===== src/hdl/tgq_ram.sv =====
`default_nettype none

module tgq_ram #(
  parameter int WIDTH = 8,
  parameter int DEPTH = 16
) (
  input  wire logic                                   clk_i,
  input  wire logic                                   we_i,
  input  wire logic [((DEPTH > 1) ? $clog2(DEPTH) : 1)-1:0] waddr_i,
  input  wire logic [WIDTH-1:0]                       wdata_i,
  input  wire logic [((DEPTH > 1) ? $clog2(DEPTH) : 1)-1:0] raddr_i,
  output logic      [WIDTH-1:0]                       rdata_o
);

  logic [WIDTH-1:0] mem_q [DEPTH];
  logic [WIDTH-1:0] rdata_q;

  // read-first on a same-address write
  always_ff @(posedge clk_i) begin
    if (we_i) begin
      mem_q[waddr_i] <= wdata_i;
    end
    rdata_q <= mem_q[raddr_i];
  end

  assign rdata_o = rdata_q;

endmodule

`default_nettype wire


===== config.mk =====
export PLATFORM = sky130hd
export DESIGN_NAME = tgq_ram
export DESIGN_NICKNAME = d
export VERILOG_FILES = /design/src/hdl/tgq_ram.sv
export SDC_FILE = /design/constraint.sdc
export NUM_CORES = 1
export LEC_CHECK = 0
export ABC_AREA = 1
export BUFFER_PORTS_ARGS = -buffer_cell sky130_fd_sc_hd__buf_2
export CORE_ASPECT_RATIO = 2
export CORE_MARGIN = 5
export CORE_UTILIZATION = 65
export DETAILED_ROUTE_END_ITERATION = 10
export PLACE_DENSITY_LB_ADDON = 0.08
export SYNTH_ARGS = -nofsm -noshare
export SYNTH_HDL_FRONTEND = slang
export SYNTH_SLANG_ARGS = --single-unit
export TNS_END_PERCENT = 20

===== constraint.sdc =====
create_clock -name clk_i -period 2.7 [get_ports clk_i]
set_input_delay 0.135 -clock clk_i [delete_from_list [all_inputs] [get_ports clk_i]]
set_output_delay 0.135 -clock clk_i [all_outputs]
set_load 0.005 [all_outputs]

Yosys cells after proc, flatten, opt, wreduce, memory -nomap -nowiden --
Memories as Yosys holds them, arrays and structs flattened. A register that Yosys moved wholly into a read port is not among the register bits. Index checks and enable logic that the tools add are counted.
Word-level totals: bits in latches 0, word-level logic and storage cells 3, memory bits (writable) 128, register bits after elaboration 0, memories 1, bits of input ports 18, bits in read-only memories 0
Cells by class: magnitude comparators 0, $mul 0, mux-type cells 2, div/mod/pow operators 0, bitwise logic cells 0, eq/ne operators 0, add/sub/neg operators 0, shifts and indexed selects 0, reductions and logical operators 0
Memories:
- mem_q | depth 16, bits a word 8, rd ports 1, clocked after memory_dff 1, write ports 1, RTL line 15 | logic [WIDTH-1:0] mem_q [DEPTH];
Operators by type and width (number):
- two-way mux 1 bit | 2

Depth between registers and ports, before layout --
Gate-level depths: netlist (run 1).
depth after elaboration 2, mapped depth 8

Least setup slack after synthesis (run 1) --
Ideal clock, no wire load.
path type in2reg, from input port waddr_i[2] (netlist name), to memory mem_q[10][0] (enable), arrival time 716 ps, path slack 1614 ps, cell stages on the path 2, setup time 370 ps, data required time 2330 ps, cell sequence nand3b_1 > nor2_1
RTL lines:
- start: declaration | RTL line 9 | input wire logic [((DEPTH > 1) ? $clog2(DEPTH) : 1)-1:0] waddr_i,
- end: declaration | RTL line 15
Straight into the memory's write port.

==> results of run 1 <==
==> layout make-up <==
cell class / instances / area share, %
sequential: 136 / 61.7
timing repair buffer: 28 / 2.47
clock buffer: 17 / 6.55
multi-input combinational: 289 / 18.7
clock inverter: 14 / 2.79
inverter: 102 / 5.90
tap: 100 / 1.93
==> state kept, by name, indices dropped and copies added, names as in the netlist <==
register	flops
mem_q	128
rdata_o	8
==> path summary, 6_finish.rpt <==
kind | end | slack (ps)
worst max-delay path | rdata_o[4] | 1530
worst max register to register | rdata_o[4] | 1600
worst min register to register | rdata_o[2] | 690
worst min-delay path | rdata_o[2] | 70
==> metal layers <==
layer	up-vias	part of all wire, %	GRT usage, %
met4	0	4.7	14.8
met2	144	56	44.5
met3	36	5.5	5.56
met1	1762	34	23.5
li1	1816	-	-
met5	-	0	0
==> logic make-up (layout without fill, tap and decap cells) <==
family	after synthesis	count (layout)	share of synthesized area (%)
flops	136	136	69.4
simple gates	289	289	21.0
buf+inv	126	161	9.52
==> critical path, delay by kind of cell <==
family	cells	cell delay, ps
buf+inv	2	650
simple gates	5	690
==> cell usage after synthesis <==
master / n / share of area, %
nand2_1: 173 / 11
edfxtp_1: 128 / 67
inv_1: 100 / 6.5
nand3_1: 97 / 8.4
nor2_1: 17 / 1.1
buf_2: 13 / 1.1
dfxtp_1: 8 / 2.8
buf_6: 6 / 1.2
buf_4: 4 / 0.52
inv_2: 2 / 0.13
nand3b_1: 2 / 0.26
buf_1: 1 / 0.065
==> through the flow <==
step                std cells  area [sq um]  setup slack (ps)
floorplan                 551          5770              1610
global placement          655          5890              1180
detailed placement        655          5890              1120
CTS                       686          6490              1550
global route              686          6490              1480
finish                    686          6490              1530
==> power by group <==
part           internal [W]  switching, W  leakage [nW]
Clock               0.00153      0.000828         0.288
Combinational     0.0000770      0.000202          1.31
Sequential          0.00236     0.0000122          1.22
==> flow_metrics.py, run 1 <==
metrics = {
    "routing": {
        "viasPerCell": 5.48,
        "drt-total-wl_mm": 12.6,
        "routedWlPerCell_um": 18.4,
        "drt-initial-drc-count": 353,
        "post-route-drc-count": 0,
        "route.vias.total": 3758,
        "ant_nets": 0,
        "dr.pass1.iters": 6,
    },
    "place": {
        "io_buffers": 25,
        "gp_congestion": 0.835,
        "place_hpwl_mm": 7.71,
    },
    "pwr": {
        "p_total_w": 0.00501,
        "p_per_area_nw_per_um2": 771,
        "peakVddDrop_v": 0.000705,
        "p_leak_nw": 2.82,
    },
    "flow_run": {
        "drv_cap": 0,
    },
    "worst_setup_path": {
        "path_cells": "buf_2 > buf_4 > nand2_1 > nand3_1 > nand3_1 > nand3_1 > nand2_1",
        "regToRegStartpoint": "mem_q[9][4]",
        "path_class": "input pin to flip-flop",
        "worstPathMaxFanout": 64,
        "arrival_ps": 1480,
        "reg2regPathDepth": 6,
        "cpPeakStageDelay_ps": 560,
        "cp-start-kind": "input pin",
        "crit_path_frequent_cell": "nand3_1",
        "crit_path_top_delay_cell": "buf_4",
        "cp.required_ps": 3010,
        "cp-end-kind": "flip-flop",
        "startpoint": "raddr_i[0]",
    },
    "global_routing": {
        "grt.overflow.total": 0,
        "grt_pass1_wl_mm": 18.7,
        "grt_pass1_vias": 3656,
        "grt_max_degree": 65,
        "antenna_found_initial": 0,
        "track_usage_pct": 24.0,
    },
    "logic_synthesis": {
        "seq_area_frac_synth_pct": 69.4,
        "syn_avg_cell_area_sq_um": 10.5,
        "synth_nets": 569,
        "netlist-cell-type-count": 12,
        "ys_seq_elements": 136,
        "yosys_warnings": 0,
        "syn_area_sq_um": 5770,
        "synth_cells": 551,
    },
    "clock_network": {
        "ctsResizeCount": 0,
        "cts.sinks": 136,
        "clk_latency_ps": 420,
        "h-tree-depth": 4,
        "root_buffer": "clkbuf_16",
        "cts_setup_buffers": 0,
        "cts_buffer_depth": 2,
        "cts_buffers": 17,
        "path_clk_slew_ps": 60,
        "cts_hold_buf": 0,
        "cts_tree": "built",
    },
    "sta": {
        "final.setup_skew_ps": 3.80,
        "period_minus_slack_ps": 1170,
        "tns_ps": 0,
        "setup_violations": 0,
        "drv_slew": 0,
        "slew_headroom_pct": 50.3,
        "finalCritPeriodShare_pct": 43.4,
        "hold_violations": 0,
        "rsz0062_at_grt": "false",
        "fmax_ghz": 0.854,
        "worst_pin_slew_ps": 743,
        "hold_slack_ps": 71.2,
    },
    "cells_and_area": {
        "final_util_pct": 75.1,
        "mostFrequentLayoutCell": "nand2_1",
        "final-seq-area_sq_um": 4000,
        "multi_input_area_sq_um": 1210,
        "final_nets": 592,
        "antenna-diode-count": 0,
        "layout.cells.most_common_list": "173 x nand2_1, 128 x edfxtp_1, 100 x inv_1",
        "drive_gt1_share_pct": 9.90,
        "area_growth_syn_to_layout_pct": 12.6,
        "n_fill_cell": 586,
    },
    "floorplanning": {
        "die-area_sq_um": 11000,
        "start_util_pct": 66.7,
        "die_w_um": 76.6,
        "coreArea_sq_um": 8650,
        "pin_count": 26,
        "die_y_um": 143,
        "core.rowCount": 48,
    },
    "worst_hold_path": {
        "min_path_type": "input pin to flip-flop",
        "hold_start": "raddr_i[3]",
        "holdPathStages": 3,
    },
    "outcome": {
        "status": "finished, final reports clean",
    },
}
Power figures use the tool's default switching activity.
==> inputs of run 2 (changes only) <==
--- a/config.mk
+++ b/config.mk
@@ -9,7 +9,7 @@
 export BUFFER_PORTS_ARGS = -buffer_cell sky130_fd_sc_hd__buf_2
 export CORE_ASPECT_RATIO = 2
 export CORE_MARGIN = 5
-export CORE_UTILIZATION = 65
+export CORE_UTILIZATION = 61
 export DETAILED_ROUTE_END_ITERATION = 10
 export PLACE_DENSITY_LB_ADDON = 0.08
 export SYNTH_ARGS = -nofsm -noshare
==> constraint.sdc (replaced) <==
create_clock -name clk_i -period 1.2 [get_ports clk_i]
set_input_delay 0.06 -clock clk_i [delete_from_list [all_inputs] [get_ports clk_i]]
set_output_delay 0.06 -clock clk_i [all_outputs]
set_load 0.005 [all_outputs]
==> run 2 against run 1 <==
  * Total power grew 120%
  * Critical path type is now flip-flop to flip-flop
  * Global-route usage is essentially flat
  * Sequential power grew 130%
  * Clock-buffer cell count up 2
  * Critical endpoint is now rdata_o[3]
  * Sequential share of layout area is 1.7 points lower
  * Via count grew 3.1%
  * Register-to-register slack got worse by 1400 ps
==> flow_metrics.py, run 2 (synthesis gave the netlist of run 1 again) <==
metrics = {
    "cells_and_area": {
        "n_fill_cell": 681,
        "antenna-diode-count": 0,
        "drive_gt1_share_pct": 13.9,
        "final_nets": 618,
        "area_growth_syn_to_layout_pct": 15.8,
        "layout.cells.most_common_list": "173 x nand2_1, 128 x edfxtp_1, 100 x inv_1",
        "largest_reg_flops": 128,
        "regMostFlops": "mem_q",
        "finalNonFillerCells": 717,
        "mostFrequentLayoutCell": "nand2_1",
    },
    "global_routing": {
        "track_usage_pct": 24.0,
        "grt_pass1_vias": 3889,
        "antenna_found_initial": 0,
        "grt_pass1_wl_mm": 20.0,
        "grt_max_degree": 37,
        "grt.overflow.total": 0,
    },
    "routing": {
        "ant_nets": 0,
        "route.vias.total": 3874,
        "dr.pass1.iters": 7,
        "viasPerCell": 5.40,
        "post-route-drc-count": 0,
        "drt-initial-drc-count": 295,
        "routedWlPerCell_um": 17.8,
        "drt-total-wl_mm": 12.8,
    },
    "clock_network": {
        "clk_latency_ps": 410,
        "cts_setup_buffers": 0,
        "path_clk_slew_ps": 60,
        "ctsResizeCount": 0,
        "cts.sinks": 136,
        "root_buffer": "clkbuf_16",
        "cts_buffer_depth": 2,
        "cts_hold_buf": 0,
        "h-tree-depth": 4,
        "cts_tree": "built",
        "cts_buffers": 17,
    },
    "worst_setup_path": {
        "path_cells": "inv_1 > nand2_1 > nand3_1 > nand3_1 > nand3_1 > nand2_1",
        "crit_path_frequent_cell": "nand3_1",
        "cpPeakStageDelay_ps": 380,
        "cp-start-kind": "flip-flop",
        "crit_family": "simple AND/OR/NAND/NOR gates",
        "worstPathMaxFanout": 1,
        "cp-end-kind": "flip-flop",
        "arrival_ps": 1340,
        "crit_path_top_delay_cell": "edfxtp_1",
        "critical_path_buf_inv_count": 1,
        "path_class": "flip-flop to flip-flop",
        "cp.required_ps": 1500,
    },
    "outcome": {
        "status": "finished, final reports clean",
    },
    "sta": {
        "finalCritPeriodShare_pct": 86.6,
        "setup_violations": 0,
        "slew_headroom_pct": 75.4,
        "hold_violations": 0,
        "drv_slew": 0,
        "period_minus_slack_ps": 1040,
        "rsz0062_at_grt": "false",
        "fmax_ghz": 0.963,
        "worst_pin_slew_ps": 369,
        "final.setup_skew_ps": 6.00,
    },
    "place": {
        "io_buffers": 25,
        "place_hpwl_mm": 8.29,
        "gp_congestion": 0.898,
        "dp.cells": 685,
    },
    "floorplanning": {
        "start_util_pct": 61.9,
        "die-area_sq_um": 11600,
        "die_y_um": 148,
        "core.rowCount": 50,
        "die_w_um": 78.8,
        "pin_count": 26,
        "coreArea_sq_um": 9320,
    },
    "pwr": {
        "p_per_area_nw_per_um2": 1620,
        "peakVddDrop_v": 0.00158,
        "p_leak_nw": 2.95,
        "p_total_w": 0.0108,
    },
    "flow_run": {
        "drv_cap": 0,
    },
    "worst_hold_path": {
        "min_path_type": "input pin to flip-flop",
    },
}
run 2: routing by layer:
layer  routed length (um)  part of all wire [%]  global-route usage (%)
met5                    0                     0                       0
met4                  714                   5.6                    15.0
met3                  690                   5.4                    6.28
met2                 6750                    53                    40.7
met1                 4640                    36                    26.2
run 2: worst register-to-register path, stage by stage (launching register included):
cell,delay [ps]
edfxtp_1,380
inv_1,60
nand2_1,50
nand3_1,90
nand3_1,110
nand3_1,180
nand2_1,70
run 2: power by group:
group | leakage [nW] | switching [W] | internal (W)
registers | 1.22 | 0.0000363 | 0.00531
logic | 1.46 | 0.000443 | 0.000216
clock network | 0.264 | 0.00186 | 0.00293
run 2: worst paths after layout:
| check | endpoint | cells past startpoint | slack (ps) | startpoint |
|---|---|---|---|---|
| max | rdata_o[3] | 6 | 160 | mem_q[1][3] |
| min | mem_q[7][4] | 1 | 50 | wdata_i[4] |
| min reg2reg | rdata_o[6] | 6 | 680 | mem_q[15][6] |
| max reg2reg | rdata_o[3] | 6 | 160 | mem_q[1][3] |
run 2: cell type report:
class / count / area (sq um) / share of cell area, %
clock inverter: 13 / 104 / 1.55
tap: 104 / 130 / 1.95
clock buffer: 19 / 453 / 6.78
timing repair buffer: 54 / 393 / 5.88
inverter: 102 / 383 / 5.73
multi-input combinational: 289 / 1210 / 18.2
sequential: 136 / 4000 / 59.9
run 2: stage by stage:
stage	cell area [sq um]	TNS [ps]	worst slack (ps)	util (%)	hold WS [ps]
2_1_floorplan	5770	0	189	-	159
3_3_place_gp	6120	-29.1	-29.1	65.7	456
3_5_place_dp	6120	-17.1	-17.1	65.7	449
4_1_cts	6680	0	161	71.7	36.9
5_1_grt	6680	0	85.6	71.7	36.2
6_report	6680	0	161	71.7	47.3
